## config.mk

```make
export PLATFORM = sky130hd
export DESIGN_NAME = dispatch_vector_allocator_flat
export DESIGN_NICKNAME = d
export VERILOG_FILES = /design/src/rtl/dva_pkg.sv /design/src/rtl/dva_if.sv /design/src/rtl/dva_ctrl.sv /design/src/rtl/dva_datapath.sv /design/src/rtl/dispatch_vector_allocator.sv /design/src/flat_wrapper.sv
export SDC_FILE = /design/constraint.sdc
export NUM_CORES = 1
export LEC_CHECK = 0
export BUFFER_PORTS_ARGS = -buffer_cell sky130_fd_sc_hd__buf_2
export CAP_MARGIN = 20
export CELL_PAD_IN_SITES_DETAIL_PLACEMENT = 0
export CELL_PAD_IN_SITES_GLOBAL_PLACEMENT = 1
export CORE_ASPECT_RATIO = 0.6
export CORE_MARGIN = 5
export CORE_UTILIZATION = 45
export CTS_CLUSTER_SIZE = 10
export DETAILED_ROUTE_END_ITERATION = 10
export GPL_TIMING_DRIVEN = 0
export PLACE_DENSITY = 0.81
export SYNTH_ARGS = -nofsm -noshare
export SYNTH_HDL_FRONTEND = slang
export SYNTH_HIERARCHICAL = 1
export SYNTH_SLANG_ARGS = --single-unit
```

## constraint.sdc

```tcl
create_clock -name clk -period 6.17 [get_ports clk]
set_input_delay 1.234 -clock clk [delete_from_list [all_inputs] [get_ports clk]]
set_output_delay 1.234 -clock clk [all_outputs]
set_load 0.1 [all_outputs]
```

## src/rtl/dva_pkg.sv

```systemverilog
package dva_pkg;

  // Default table size
  localparam int NUM_VECTORS_DEF = 64;

  localparam int HADDR_W = 64;
  localparam int CTX_W   = 64;
  localparam int VIDX_W  = 8;

  // Command codes
  localparam logic CMD_ALLOC = 1'b0;
  localparam logic CMD_FREE  = 1'b1;

  // Result status codes
  typedef enum logic [1:0] {
    STATUS_OK        = 2'd0,
    STATUS_NO_FREE   = 2'd1,
    STATUS_INVALID   = 2'd2,
    STATUS_NOT_ALLOC = 2'd3
  } status_t;

  // Sequencer states
  typedef enum logic {
    ST_IDLE,
    ST_EXEC
  } state_t;

  // One request beat
  typedef struct packed {
    logic               command;
    logic [HADDR_W-1:0] handler_address;
    logic [CTX_W-1:0]   context_word;
    logic [VIDX_W-1:0]  vector_index;
  } in_beat_t;

  // One result beat
  typedef struct packed {
    status_t            status;
    logic [VIDX_W-1:0]  vector;
    logic               table_write;
    logic [HADDR_W-1:0] entry_handler;
    logic [CTX_W-1:0]   entry_context;
  } out_beat_t;

  // Controller to datapath
  typedef struct packed {
    logic capture;
    logic execute;
  } dva_cmd_t;

  // Datapath to controller
  typedef struct packed {
    logic out_free;
  } dva_stat_t;

endpackage

```

## src/rtl/dva_if.sv

```systemverilog
// Request channel
interface dva_in_if import dva_pkg::*; ();
  logic               valid;
  logic               ready;
  logic               command;
  logic [HADDR_W-1:0] handler_address;
  logic [CTX_W-1:0]   context_word;
  logic [VIDX_W-1:0]  vector_index;

  modport source (output valid, command, handler_address, context_word, vector_index,
                  input ready);
  modport sink   (input valid, command, handler_address, context_word, vector_index,
                  output ready);
endinterface

// Result channel
interface dva_out_if import dva_pkg::*; ();
  logic               valid;
  logic               ready;
  logic [1:0]         status;
  logic [VIDX_W-1:0]  vector;
  logic               table_write;
  logic [HADDR_W-1:0] entry_handler;
  logic [CTX_W-1:0]   entry_context;

  modport source (output valid, status, vector, table_write, entry_handler, entry_context,
                  input ready);
  modport sink   (input valid, status, vector, table_write, entry_handler, entry_context,
                  output ready);
endinterface

```

## src/rtl/dva_ctrl.sv

```systemverilog
module dva_ctrl import dva_pkg::*; (
  input  logic      clk,
  input  logic      rst_n,
  input  logic      in_valid,
  output logic      in_ready,
  input  dva_stat_t stat,
  output dva_cmd_t  cmd
);

  state_t state_r, state_nxt;

  // State register
  always_ff @(posedge clk) begin
    if (!rst_n) begin
      state_r <= ST_IDLE;
    end else begin
      state_r <= state_nxt;
    end
  end

  // Next state and commands
  always_comb begin
    state_nxt   = state_r;
    cmd.capture = 1'b0;
    cmd.execute = 1'b0;
    in_ready    = 1'b0;
    unique case (state_r)
      ST_IDLE: begin
        in_ready = 1'b1;
        if (in_valid) begin
          cmd.capture = 1'b1;
          state_nxt   = ST_EXEC;
        end
      end
      ST_EXEC: begin
        // wait for room in the output register
        if (stat.out_free) begin
          cmd.execute = 1'b1;
          state_nxt   = ST_IDLE;
        end
      end
      default: state_nxt = ST_IDLE;
    endcase
  end

endmodule

```

## src/rtl/dva_datapath.sv

```systemverilog
module dva_datapath import dva_pkg::*; #(
  parameter int NUM_VECTORS = NUM_VECTORS_DEF
) (
  input  logic               clk,
  input  logic               rst_n,
  input  dva_cmd_t           cmd,
  output dva_stat_t          stat,
  input  in_beat_t           in_beat,
  input  logic               cfg_we,
  input  logic [HADDR_W-1:0] cfg_wdata,
  output logic               out_valid,
  input  logic               out_ready,
  output out_beat_t          out_beat
);

  localparam int IDX_W = (NUM_VECTORS > 1) ? $clog2(NUM_VECTORS) : 1;

  logic [NUM_VECTORS-1:0] in_use_r, in_use_nxt;
  logic [HADDR_W-1:0]     unused_handler_r;
  in_beat_t               req_r;
  out_beat_t              res_r, res_nxt;
  logic                   out_valid_r;

  logic [NUM_VECTORS-1:0] free_vec;
  logic [NUM_VECTORS-1:0] first_free;
  logic [NUM_VECTORS-1:0] rel_mask;
  logic [IDX_W-1:0]       alloc_idx;
  logic [IDX_W-1:0]       rel_idx;
  logic                   any_free;
  logic                   in_range;
  logic                   rel_used;

  // Lowest free vector: isolate lowest set bit, then encode with OR trees
  assign free_vec   = ~in_use_r;
  assign any_free   = |free_vec;
  assign first_free = free_vec & (~free_vec + NUM_VECTORS'(1));

  always_comb begin
    alloc_idx = '0;
    for (int k = 0; k < IDX_W; k++) begin
      for (int v = 0; v < NUM_VECTORS; v++) begin
        if (((v >> k) & 1) == 1) begin
          alloc_idx[k] = alloc_idx[k] | first_free[v];
        end
      end
    end
  end

  // Release checks
  assign in_range = {1'b0, req_r.vector_index} < 9'(NUM_VECTORS);
  assign rel_idx  = req_r.vector_index[IDX_W-1:0];
  assign rel_used = in_use_r[rel_idx];
  assign rel_mask = NUM_VECTORS'(1) << rel_idx;

  // Result and bitmap update
  always_comb begin
    in_use_nxt = in_use_r;
    res_nxt    = '0;
    if (req_r.command == CMD_ALLOC) begin
      if (!any_free) begin
        res_nxt.status = STATUS_NO_FREE;
      end else begin
        in_use_nxt            = in_use_r | first_free;
        res_nxt.status        = STATUS_OK;
        res_nxt.vector        = VIDX_W'(alloc_idx);
        res_nxt.table_write   = 1'b1;
        res_nxt.entry_handler = req_r.handler_address;
        res_nxt.entry_context = req_r.context_word;
      end
    end else if (!in_range) begin
      res_nxt.status = STATUS_INVALID;
    end else if (!rel_used) begin
      res_nxt.status = STATUS_NOT_ALLOC;
    end else begin
      in_use_nxt            = in_use_r & ~rel_mask;
      res_nxt.status        = STATUS_OK;
      res_nxt.vector        = req_r.vector_index;
      res_nxt.table_write   = 1'b1;
      res_nxt.entry_handler = unused_handler_r;
      res_nxt.entry_context = CTX_W'(req_r.vector_index);
    end
  end

  // Control state: bitmap, config, output valid
  always_ff @(posedge clk) begin
    if (!rst_n) begin
      in_use_r         <= '0;
      unused_handler_r <= '0;
      out_valid_r      <= 1'b0;
    end else begin
      if (cmd.execute) begin
        in_use_r <= in_use_nxt;
      end
      if (cfg_we) begin
        unused_handler_r <= cfg_wdata;
      end
      if (cmd.execute) begin
        out_valid_r <= 1'b1;
      end else if (out_ready) begin
        out_valid_r <= 1'b0;
      end
    end
  end

  // Payload registers
  always_ff @(posedge clk) begin
    if (cmd.capture) begin
      req_r <= in_beat;
    end
    if (cmd.execute) begin
      res_r <= res_nxt;
    end
  end

  assign stat.out_free = !out_valid_r || out_ready;
  assign out_valid     = out_valid_r;
  assign out_beat      = res_r;

endmodule

```

## src/rtl/dispatch_vector_allocator.sv

```systemverilog
// Dispatch vector allocator.
// Request channel in_ch: command (allocate or free), handler address and
// context word for an allocate, vector index for a free. Result channel
// out_ch: one beat per request with status, vector, table write flag and
// the dispatch entry to write. cfg_we/cfg_wdata set the handler that a
// freed vector gets back; write it only while no request is in flight.
// A taken request is captured into a register, and its result is
// registered when it is evaluated. No new request is taken until the last
// is evaluated, as ordered by the two-state sequencer (capture the request,
// then evaluate and update the in-use bitmap); the lowest free vector comes
// from a bit-isolate and encode over the bitmap in the evaluate cycle.
// The result sits in an output register, so a new request is taken while
// the previous result still waits; if the receiver stalls, the next
// evaluation holds until that register drains and in_ch.ready stays low.
// Reset (rst_n low, synchronous) marks every vector free, clears the
// freed-vector handler to zero and empties the output register.
module dispatch_vector_allocator import dva_pkg::*; #(
  parameter int NUM_VECTORS = NUM_VECTORS_DEF
) (
  input  logic               clk,
  input  logic               rst_n,
  input  logic               cfg_we,
  input  logic [HADDR_W-1:0] cfg_wdata,
  dva_in_if.sink             in_ch,
  dva_out_if.source          out_ch
);

  dva_cmd_t  cmd;
  dva_stat_t stat;
  in_beat_t  in_beat;
  out_beat_t out_beat;

  assign in_beat.command         = in_ch.command;
  assign in_beat.handler_address = in_ch.handler_address;
  assign in_beat.context_word    = in_ch.context_word;
  assign in_beat.vector_index    = in_ch.vector_index;

  dva_ctrl u_ctrl (
    .clk      (clk),
    .rst_n    (rst_n),
    .in_valid (in_ch.valid),
    .in_ready (in_ch.ready),
    .stat     (stat),
    .cmd      (cmd)
  );

  dva_datapath #(
    .NUM_VECTORS (NUM_VECTORS)
  ) u_datapath (
    .clk       (clk),
    .rst_n     (rst_n),
    .cmd       (cmd),
    .stat      (stat),
    .in_beat   (in_beat),
    .cfg_we    (cfg_we),
    .cfg_wdata (cfg_wdata),
    .out_valid (out_ch.valid),
    .out_ready (out_ch.ready),
    .out_beat  (out_beat)
  );

  assign out_ch.status        = out_beat.status;
  assign out_ch.vector        = out_beat.vector;
  assign out_ch.table_write   = out_beat.table_write;
  assign out_ch.entry_handler = out_beat.entry_handler;
  assign out_ch.entry_context = out_beat.entry_context;

  // A taken request is evaluated before another is taken
  a_one_in_flight: assert property (@(posedge clk) disable iff (!rst_n)
    (in_ch.valid && in_ch.ready) |=> !in_ch.ready)
    else $error("request taken while previous one still in evaluation");

  // Every evaluation presents its result on the output channel
  a_result_after_eval: assert property (@(posedge clk) disable iff (!rst_n)
    cmd.execute |=> out_ch.valid)
    else $error("evaluated result not presented");

  // Successful results always carry a table write; failures never do
  a_write_matches_status: assert property (@(posedge clk) disable iff (!rst_n)
    out_ch.valid |-> (out_ch.table_write == (out_ch.status == STATUS_OK)))
    else $error("table write flag disagrees with status");

endmodule
```

## src/flat_wrapper.sv

```systemverilog
// flat-port wrapper written by rule: the top's interface ports become plain ports
module dispatch_vector_allocator_flat import dva_pkg::*;
#(
  parameter int NUM_VECTORS = NUM_VECTORS_DEF
)
  (clk, rst_n, cfg_we, cfg_wdata, in_ch_valid, in_ch_command, in_ch_handler_address, in_ch_context_word, in_ch_vector_index, in_ch_ready, out_ch_valid, out_ch_status, out_ch_vector, out_ch_table_write, out_ch_entry_handler, out_ch_entry_context, out_ch_ready);
  dva_in_if in_ch_i ();
  dva_out_if out_ch_i ();
  input  logic clk;
  input  logic rst_n;
  input  logic cfg_we;
  input  logic [HADDR_W-1:0] cfg_wdata;
  input wire logic [$bits(in_ch_i.valid)-1:0] in_ch_valid;
  input wire logic [$bits(in_ch_i.command)-1:0] in_ch_command;
  input wire logic [$bits(in_ch_i.handler_address)-1:0] in_ch_handler_address;
  input wire logic [$bits(in_ch_i.context_word)-1:0] in_ch_context_word;
  input wire logic [$bits(in_ch_i.vector_index)-1:0] in_ch_vector_index;
  output wire logic [$bits(in_ch_i.ready)-1:0] in_ch_ready;
  output wire logic [$bits(out_ch_i.valid)-1:0] out_ch_valid;
  output wire logic [$bits(out_ch_i.status)-1:0] out_ch_status;
  output wire logic [$bits(out_ch_i.vector)-1:0] out_ch_vector;
  output wire logic [$bits(out_ch_i.table_write)-1:0] out_ch_table_write;
  output wire logic [$bits(out_ch_i.entry_handler)-1:0] out_ch_entry_handler;
  output wire logic [$bits(out_ch_i.entry_context)-1:0] out_ch_entry_context;
  input wire logic [$bits(out_ch_i.ready)-1:0] out_ch_ready;
  assign in_ch_i.valid = in_ch_valid;
  assign in_ch_i.command = in_ch_command;
  assign in_ch_i.handler_address = in_ch_handler_address;
  assign in_ch_i.context_word = in_ch_context_word;
  assign in_ch_i.vector_index = in_ch_vector_index;
  assign in_ch_ready = in_ch_i.ready;
  assign out_ch_valid = out_ch_i.valid;
  assign out_ch_status = out_ch_i.status;
  assign out_ch_vector = out_ch_i.vector;
  assign out_ch_table_write = out_ch_i.table_write;
  assign out_ch_entry_handler = out_ch_i.entry_handler;
  assign out_ch_entry_context = out_ch_i.entry_context;
  assign out_ch_i.ready = out_ch_ready;
  dispatch_vector_allocator #(.NUM_VECTORS(NUM_VECTORS)) u_core (.clk(clk), .rst_n(rst_n), .cfg_we(cfg_we), .cfg_wdata(cfg_wdata), .in_ch(in_ch_i), .out_ch(out_ch_i));
endmodule
```

==> out/results.txt, run 1 <==
fmax - 0.227 GHz
cell accounting for the most synthesized area - edfxtp_1
Die Footprint - 0.0416 sq mm
detailed-route wire length - 64600 microns
hold crit path type - flop to flop
number of fill cells - 3093
clock buffer depth - 3
Worst-Skew Late Latency - 0.56 ns
Avg Cell Area, Syn - 12.5 sq um
Die Y - 160 microns
Final setup viols - 0
outcome - finished, final reports clean
Warnings, synthesis - 6
total congestion overflow - 0
Top delay family on crit path - buffers and inverters
asr flop ratio synth - 0
CTS buffer count - 46
Slew headroom - 0.224
Area Overhead vs Synth - 23.2%
CP max FO - 10
num ports - 347
fraction of layout cells with a size suffix above 1 - 0.258
Final Max Tran Viols - 0
Critical Path RT - 6.56 ns
Clock Tree Root - clkbuf_16
Finished Cell Area - 0.0208 sq mm
Layout Skew - 0.0222 ns
vias in the first global route - 13000
Main synth FF type - edfxtp_1
Post-synth EDFFs - 276
Worst VDD drop - 0.228 mV
starting density of the core - 0.460
initial DRC count - 1632
H-tree depth - 2
P_leak - 0.00773 uW
# hold bufs at CTS - 0
DP Area - 0.0194 sq mm
clk sinks - 406
most frequent cell after synthesis - edfxtp_1
overall routing resource usage - 0.298
setup TNS - 0 ns
crit path time final - 4.41 ns
Commonest cells post-synth - 276 x edfxtp_1, 130 x dfxtp_1, 117 x nor2_1, 86 x nand2_1, 76 x mux2i_1
final antenna-violating net count - 0
Yosys top cell area share - 0.491
register area - 0.0109 sq mm
Cell Area, Synth - 0.0169 sq mm
Area contributors post-synth - edfxtp_1 49%, dfxtp_1 15%, mux2i_1 4.5%
Die W - 260 microns
Multi-input gate area - 0.00560 sq mm
core area - 0.0367 sq mm
largest net degree at the start of global routing - 71
worst path cell trace - buf_1, buf_2, nor2_1, a21oi_1, nand4b_1, o2111a_1, a311oi_2, clkbuf_1, a22o_1
post-CTS sizing - 0
register area share after synthesis - 0.646
# Post-CTS Setup Buffers - 0
Worst setup SP type - flop
Final Hold Vio Count - 0
CP arrival - 4.80 ns
CTS tree - built
Pwr Density - 313 mW/mm^2
drc violations - 0
Worst path slowest cell - a311oi_2
Tcrit/Tclk final - 0.714
Vias/cell - 5.84
number of nets in the layout - 1963
Max-Cap Viols - 0
total iterations of the first detailed-routing run - 5
Yosys reg bits - 406
Avg WL per Cell - 28.0 microns
DR vias - 13500
Setup crit end kind - flop
first-pass GRT wire length - 91000 microns
synth unique cells - 81
RSZ-0062 raised after global routing - no
CTS clock-pin slew for the worst setup and hold paths - 0.07 ns
gpl congestion - 0.987
# rows - 54
worst path bufs/invs - 3
initial antenna violation count - 16
Slew @ Worst Pin - 1.16 ns
number of port buffers - 345
Syn Inst Count - 1346
hpwl dp - 49400 microns
WS Path Type - flop to flop
highest cell delay on the worst timing path - 0.92 ns
==> metrics by stage <==
stage	total power [uW]	setup WS, ns	hold slack, ns	util	cells
2_1_floorplan	3810	1.85	0.461	-	1347
3_3_place_gp	4040	0.266	0.474	0.524	2196
3_5_place_dp	4060	1.82	0.482	0.530	2212
4_1_cts	6530	1.80	0.495	0.566	2294
5_1_grt	6690	1.64	0.521	0.566	2304
6_report	6500	1.76	0.494	0.567	2306
==> kinds of logic after synthesis <==
kind of cell,share of synthesized area
other,0.000222
and+or+nand+nor,0.147
muxes,0.0578
buffers and inverters,0.0231
AOI/OAI and AO/OA,0.127
DFF,0.646
==> flip-flops by register name (all words and copies together), names as in the netlist <==
| name | count |
|---|---|
| u_core/u_datapath/rel_idx | 6 |
| u_core/u_datapath/in_use_r | 64 |
| u_core/u_datapath/req_r | 131 |
| u_core/u_datapath/out_beat | 139 |
| u_core/u_ctrl/state_r | 1 |
| u_core/u_datapath/out_valid | 1 |
| u_core/u_datapath/unused_handler_r | 64 |
==> where the power goes <==
part / total [uW] / switching [uW] / internal [uW]
Combinational: 885 / 703 / 181
Sequential: 3130 / 47.7 / 3080
Clock: 2480 / 1070 / 1410
Total: 6500 / 1820 / 4680
==> worst reg2reg max path, delay by kind of cell, from the launching register on <==
family	cells	cell delay [ns]
buf+inv	3	1.91
compound gates	4	1.64
flops	1	0.38
simple gates	2	0.30
==> metal layers <==
layer	track usage	vias up	wire [microns]
met3	0.131	97	8690
met1	0.441	6590	28300
li1	-	6016	-
met2	0.399	742	26200
met4	0.0768	14	1310
met5	0.0174	-	192
==> cell usage in the layout, fill, tap and decap left out, types with 23 or more instances in the layout <==
cell type	instances
a211oi_1	23
a21oi_1	37
a22o_1	71
and2_1	61
buf_2	364
clkbuf_1	85
clkbuf_16	46
dfxtp_1	130
edfxtp_1	276
mux2i_1	76
nand2_1	86
nand3_1	43
nand4_1	32
nor2_1	117
nor3_1	37
o21ai_0	29
==> area by class of cell <==
| cell class | count | area share |
|---|---|---|
| buffer | 72 | 0.0146 |
| antenna | 11 | 0.00132 |
| inverter | 23 | 0.00415 |
| tap | 504 | 0.0303 |
| sequential | 406 | 0.524 |
| clock buffer | 80 | 0.0620 |
| multi-input combinational | 846 | 0.269 |
| timing repair buffer | 362 | 0.0924 |
| clock inverter | 2 | 0.00175 |
==> path summary, 6_finish.rpt <==
kind / depth (start not counted) / slack, ns / endpoint / from
min: 2 / 0.49 / u_core/u_datapath/unused_handler_r[60] / u_core/u_datapath/unused_handler_r[60]
max: 9 / 1.76 / u_core/u_datapath/out_beat[65] / u_core/u_datapath/rel_idx[1]
max reg2reg: 9 / 1.76 / u_core/u_datapath/out_beat[65] / u_core/u_datapath/rel_idx[1]
min reg2reg: 2 / 0.49 / u_core/u_datapath/unused_handler_r[60] / u_core/u_datapath/unused_handler_r[60]
Note: power is estimated with default switching activity, not from simulation.
==> run 2: changes to the inputs <==
--- a/config.mk
+++ b/config.mk
@@ -11,11 +11,11 @@
 export CELL_PAD_IN_SITES_GLOBAL_PLACEMENT = 1
 export CORE_ASPECT_RATIO = 0.6
 export CORE_MARGIN = 5
-export CORE_UTILIZATION = 45
+export CORE_UTILIZATION = 40
 export CTS_CLUSTER_SIZE = 10
 export DETAILED_ROUTE_END_ITERATION = 10
 export GPL_TIMING_DRIVEN = 0
-export PLACE_DENSITY = 0.81
+export PLACE_DENSITY = 0.76
 export SYNTH_ARGS = -nofsm -noshare
 export SYNTH_HDL_FRONTEND = slang
 export SYNTH_HIERARCHICAL = 1
==> constraint.sdc (replaced) <==
create_clock -name clk -period 3.72 [get_ports clk]
set_input_delay 0.744 -clock clk [delete_from_list [all_inputs] [get_ports clk]]
set_output_delay 0.744 -clock clk [all_outputs]
set_load 0.1 [all_outputs]
==> out/results.txt, run 2 (synthesis results as in run 1) <==
outcome - finished, violations left
failing checks - negative setup slack
Most Frequent Cell on Critical Path - nand3_1
Tcrit/Tclk final - 1.01
Worst VDD drop - 0.365 mV
Worst-Skew Late Latency - 0.57 ns
highest-count cells in the layout ignoring fill and taps - 359 x buf_2, 276 x edfxtp_1, 125 x dfxtp_1
clk sinks - 406
drc violations - 0
total congestion overflow - 0
worst hold slack - 0.351 ns
initial antenna violation count - 8
DP Area - 0.0195 sq mm
max FFs per register - 139
Avg WL per Cell - 26.9 microns
number of fill cells - 3790
Critical Path RT - 4.12 ns
Clock Tree Root - clkbuf_16
first-pass GRT wire length - 89600 microns
CTS clock-pin slew for the worst setup and hold paths - 0.06 ns
Finished Cell Area - 0.0211 sq mm
vias in the first global route - 12900
CTS buffer count - 47
Final Hold Vio Count - 0
fmax - 0.266 GHz
Pwr Density - 514 mW/mm^2
final core utilization - 0.504
Setup crit end kind - flop
number of port buffers - 345
num ports - 347
# hold bufs at CTS - 0
Layout Skew - 0.0323 ns
Multi-input gate area - 0.00571 sq mm
Final WS setup - -0.0438 ns
H-tree depth - 2
total iterations of the first detailed-routing run - 6
most common cell after layout, fill and taps aside - buf_2
Slew @ Worst Pin - 1.27 ns
initial DRC count - 1634
CP max FO - 10
CP arrival - 4.17 ns
fraction of layout cells with a size suffix above 1 - 0.272
register area - 0.0109 sq mm
worst path bufs/invs - 1
largest net degree at the start of global routing - 61
Top delay family on crit path - simple AND/OR/NAND/NOR gates
crit path time final - 3.76 ns
overall routing resource usage - 0.263
hpwl dp - 48300 microns
hold crit path type - input pin to flop
P_leak - 0.00787 uW
RSZ-0062 raised after global routing - no
Max-Cap Viols - 0
Die Footprint - 0.0465 sq mm
Worst path slowest cell - nor4_1
Worst setup SP type - flop
WS Path Type - flop to flop
Final setup viols - 2
Vias/cell - 5.76
Final Max Tran Viols - 0
detailed-route wire length - 63800 microns
gpl congestion - 1.04
Die Y - 169 microns
starting density of the core - 0.404
Slew headroom - 0.147
core area - 0.0418 sq mm
CTS tree - built
Area Overhead vs Synth - 25.0%
final antenna-violating net count - 0
clock buffer depth - 3
highest cell delay on the worst timing path - 1.06 ns
Tot Pwr - 10800 uW
Die W - 275 microns
number of nets in the layout - 1971
DR vias - 13700
# rows - 58
worst path cell trace - nand4_1, clkbuf_1, nor4_1, nand3_1, o211ai_1, o31ai_2, nand3_1
[run 2: cell types whose count changed in the layout (fill, tap and decap cells not counted), sizes merged]
cell and change:
clkbuf +2, inv +1, clkdlybuf4s15 -1, buf +6, diode -9, clkinv +1
[run 2: stage by stage]
step                TNS, ns  instances  worst slack, ns
detailed placement   -30.70       2270           -0.584
CTS                       0       2360          0.00617
global route              0       2372          0.00887
global placement    -126.65       2262            -1.62
finish              -0.0840       2372          -0.0438
floorplan                 0       1347           0.0623
[run 2: where the power goes]
group          total (uW)  switching (uW)  internal, uW
Combinational        1460            1150           306
Sequential           5190            79.7          5110
Clock                4180            1790          2390
[run 2: final timing paths]
path	startpoint	to	slack (ns)	depth (start not counted)
max	u_core/u_datapath/in_use_r[38]	u_core/u_datapath/out_beat[133]	-0.04	7
min	in_ch_context_word[13]	u_core/u_datapath/req_r[21]	0.35	1
max reg2reg	u_core/u_datapath/in_use_r[38]	u_core/u_datapath/out_beat[133]	-0.04	7
min reg2reg	u_core/u_datapath/unused_handler_r[49]	u_core/u_datapath/unused_handler_r[49]	0.49	2
[run 2: cell type report]
cell class	count	area share
Antenna cell	2	0.000237
Buffer	72	0.0146
Clock buffer	80	0.0621
Clock inverter	4	0.00303
Inverter	23	0.00409
Multi-Input combinational cell	846	0.271
Sequential cell	406	0.517
Tap cell	570	0.0338
Timing Repair Buffer	369	0.0945
[run 2: what timing repair did]
| action | 4_1_cts | 5_1_grt |
|---|---|---|
| gates resized for setup | 12 | 13 |
| pin swaps | 2 | 6 |
| gates cloned | 0 | 0 |
| setup endpoints to repair | 142 | 38 |
| setup buffers | 6 | 8 |
[run 2: layer usage]
metal | up-vias | part of all wire | track usage
met5 | - | 0.0011 | 0
met4 | 12 | 0.019 | 0.0528
met3 | 96 | 0.14 | 0.119
met2 | 786 | 0.41 | 0.361
met1 | 6740 | 0.43 | 0.383
li1 | 6021 | - | -
==> run 3: changes to the inputs <==
--- a/config.mk
+++ b/config.mk
@@ -16,6 +16,7 @@
 export DETAILED_ROUTE_END_ITERATION = 10
 export GPL_TIMING_DRIVEN = 0
 export PLACE_DENSITY = 0.76
+export RECOVER_POWER = 50
 export SYNTH_ARGS = -nofsm -noshare
 export SYNTH_HDL_FRONTEND = slang
 export SYNTH_HIERARCHICAL = 1
==> out/results.txt, run 3 (synthesis results as in run 1) <==
outcome - finished, violations left
failing checks - max-capacitance violations, max-slew violations, negative setup slack
DP Area - 0.0195 sq mm
Tcrit/Tclk final - 1.02
reg2reg path depth - 7
Final WS setup - -0.0911 ns
Final setup viols - 3
Avg WL per Cell - 26.9 microns
worst hold slack - 0.350 ns
starting density of the core - 0.404
H-tree depth - 2
Final Hold Vio Count - 0
CP max FO - 10
Layout Skew - 0.0334 ns
initial DRC count - 1638
Die Y - 169 microns
Net Sw Frac - 0.279
CTS buffer count - 47
Pint - 7800 uW
detailed-route wire length - 63800 microns
hold crit path type - input pin to flop
Area Overhead vs Synth - 24.6%
fraction of layout cells with a size suffix above 1 - 0.248
Worst-Skew Late Latency - 0.57 ns
number of fill cells - 3811
crit path time final - 3.81 ns
clk sinks - 406
Tot Pwr - 10800 uW
Worst setup SP type - flop
P_leak - 0.00774 uW
first-pass GRT wire length - 89600 microns
Vias/cell - 5.73
highest-count cells in the layout ignoring fill and taps - 317 x buf_2, 276 x edfxtp_1, 125 x dfxtp_1
Pwr Density - 515 mW/mm^2
hpwl dp - 48300 microns
total iterations of the first detailed-routing run - 5
final non-filler cell total - 2372
clock buffer depth - 3
CTS tree - built
Die Footprint - 0.0465 sq mm
gpl congestion - 1.04
Gate power share - 0.133
dpl cells - 2270
WS Path Type - flop to flop
core area - 0.0418 sq mm
Worst VDD drop - 0.363 mV
largest net degree at the start of global routing - 61
Hold Crit Depth - 1
CTS clock-pin slew for the worst setup and hold paths - 0.06 ns
number of port buffers - 345
most common cell after layout, fill and taps aside - buf_2
power share of the clock group - 0.387
final antenna-violating net count - 0
total congestion overflow - 0
drc violations - 0
register area - 0.0109 sq mm
Multi-input gate area - 0.00571 sq mm
vias in the first global route - 12900
CP arrival - 4.22 ns
Final Max Tran Viols - 91
Slew @ Worst Pin - 1.77 ns
# rows - 58
# hold bufs at CTS - 0
DR vias - 13600
Die W - 275 microns
fmax - 0.262 GHz
initial antenna violation count - 8
number of nets in the layout - 1971
worst slack, placed - -0.584 ns
Finished Cell Area - 0.0210 sq mm
Clock Tree Root - clkbuf_16
Setup crit end kind - flop
NetSw - 3030 uW
overall routing resource usage - 0.263
Slew headroom - -0.180
num ports - 347
max FFs per register - 139
RSZ-0062 raised after global routing - no
Critical Path RT - 4.12 ns
Max-Cap Viols - 2
Reg power frac - 0.480
[run 3: cell types whose count changed in the layout (fill, tap and decap cells not counted), sizes merged]
cell,previous run,this run
clkbuf,134,177
buf,387,344
[run 3: through the flow]
| step | setup TNS (ns) | utilization |
|---|---|---|
| floorplan | 0 | - |
| global placement | -126.65 | 0.462 |
| detailed placement | -30.70 | 0.466 |
| CTS | 0 | 0.502 |
| global route | 0 | 0.503 |
| finish | -0.236 | 0.503 |
[run 3: power by group through the flow]
stage               Combinational (uW)  Sequential [uW]  Clock, uW
finish                            1440             5200       4190
global route                      1500             5220       4500
CTS                               1450             5190       4280
detailed placement                1440             5280          0
global placement                  1410             5290          0
floorplan                          340             5970          0
[run 3: worst max-delay path, cell delays in order (launching register included)]
cell      delay (ns)
dfxtp_1         0.37
clkbuf_1        0.48
nand4_1         0.38
nor4_1          1.06
nand3_1         0.58
o211ai_1        0.43
o31ai_2         0.18
nand3_1         0.17
[run 3: final timing paths]
kind	start	to	slack (ns)
worst max-delay path	u_core/u_datapath/in_use_r[49]	u_core/u_datapath/out_beat[133]	-0.09
worst min-delay path	in_ch_context_word[13]	u_core/u_datapath/req_r[21]	0.35
worst max register to register	u_core/u_datapath/in_use_r[49]	u_core/u_datapath/out_beat[133]	-0.09
worst min register to register	u_core/u_datapath/unused_handler_r[49]	u_core/u_datapath/unused_handler_r[49]	0.49
[run 3: final cells by class]
| cell class | count | share of cell area |
|---|---|---|
| sequential | 406 | 0.519 |
| multi-input combinational | 846 | 0.272 |
| timing repair buffer | 369 | 0.0912 |
| clock buffer | 80 | 0.0624 |
| tap | 570 | 0.0339 |
| buffer | 72 | 0.0146 |
| inverter | 23 | 0.00411 |
| clock inverter | 4 | 0.00304 |
| antenna | 2 | 0.000238 |
[run 3: repair_timing]
| action | 4_1_cts | 5_1_grt |
|---|---|---|
| gates resized for setup | 12 | 13 |
| pin swaps | 2 | 6 |
| setup buffers | 6 | 8 |
| hold endpoints to repair | 0 | 0 |
| endpoints found under the setup margin | 142 | 38 |
[run 3: per-layer routing]
metal,global-route usage,wire [microns]
met5,0,73
met4,0.0528,1230
met3,0.119,8640
met2,0.361,26200
met1,0.383,27700
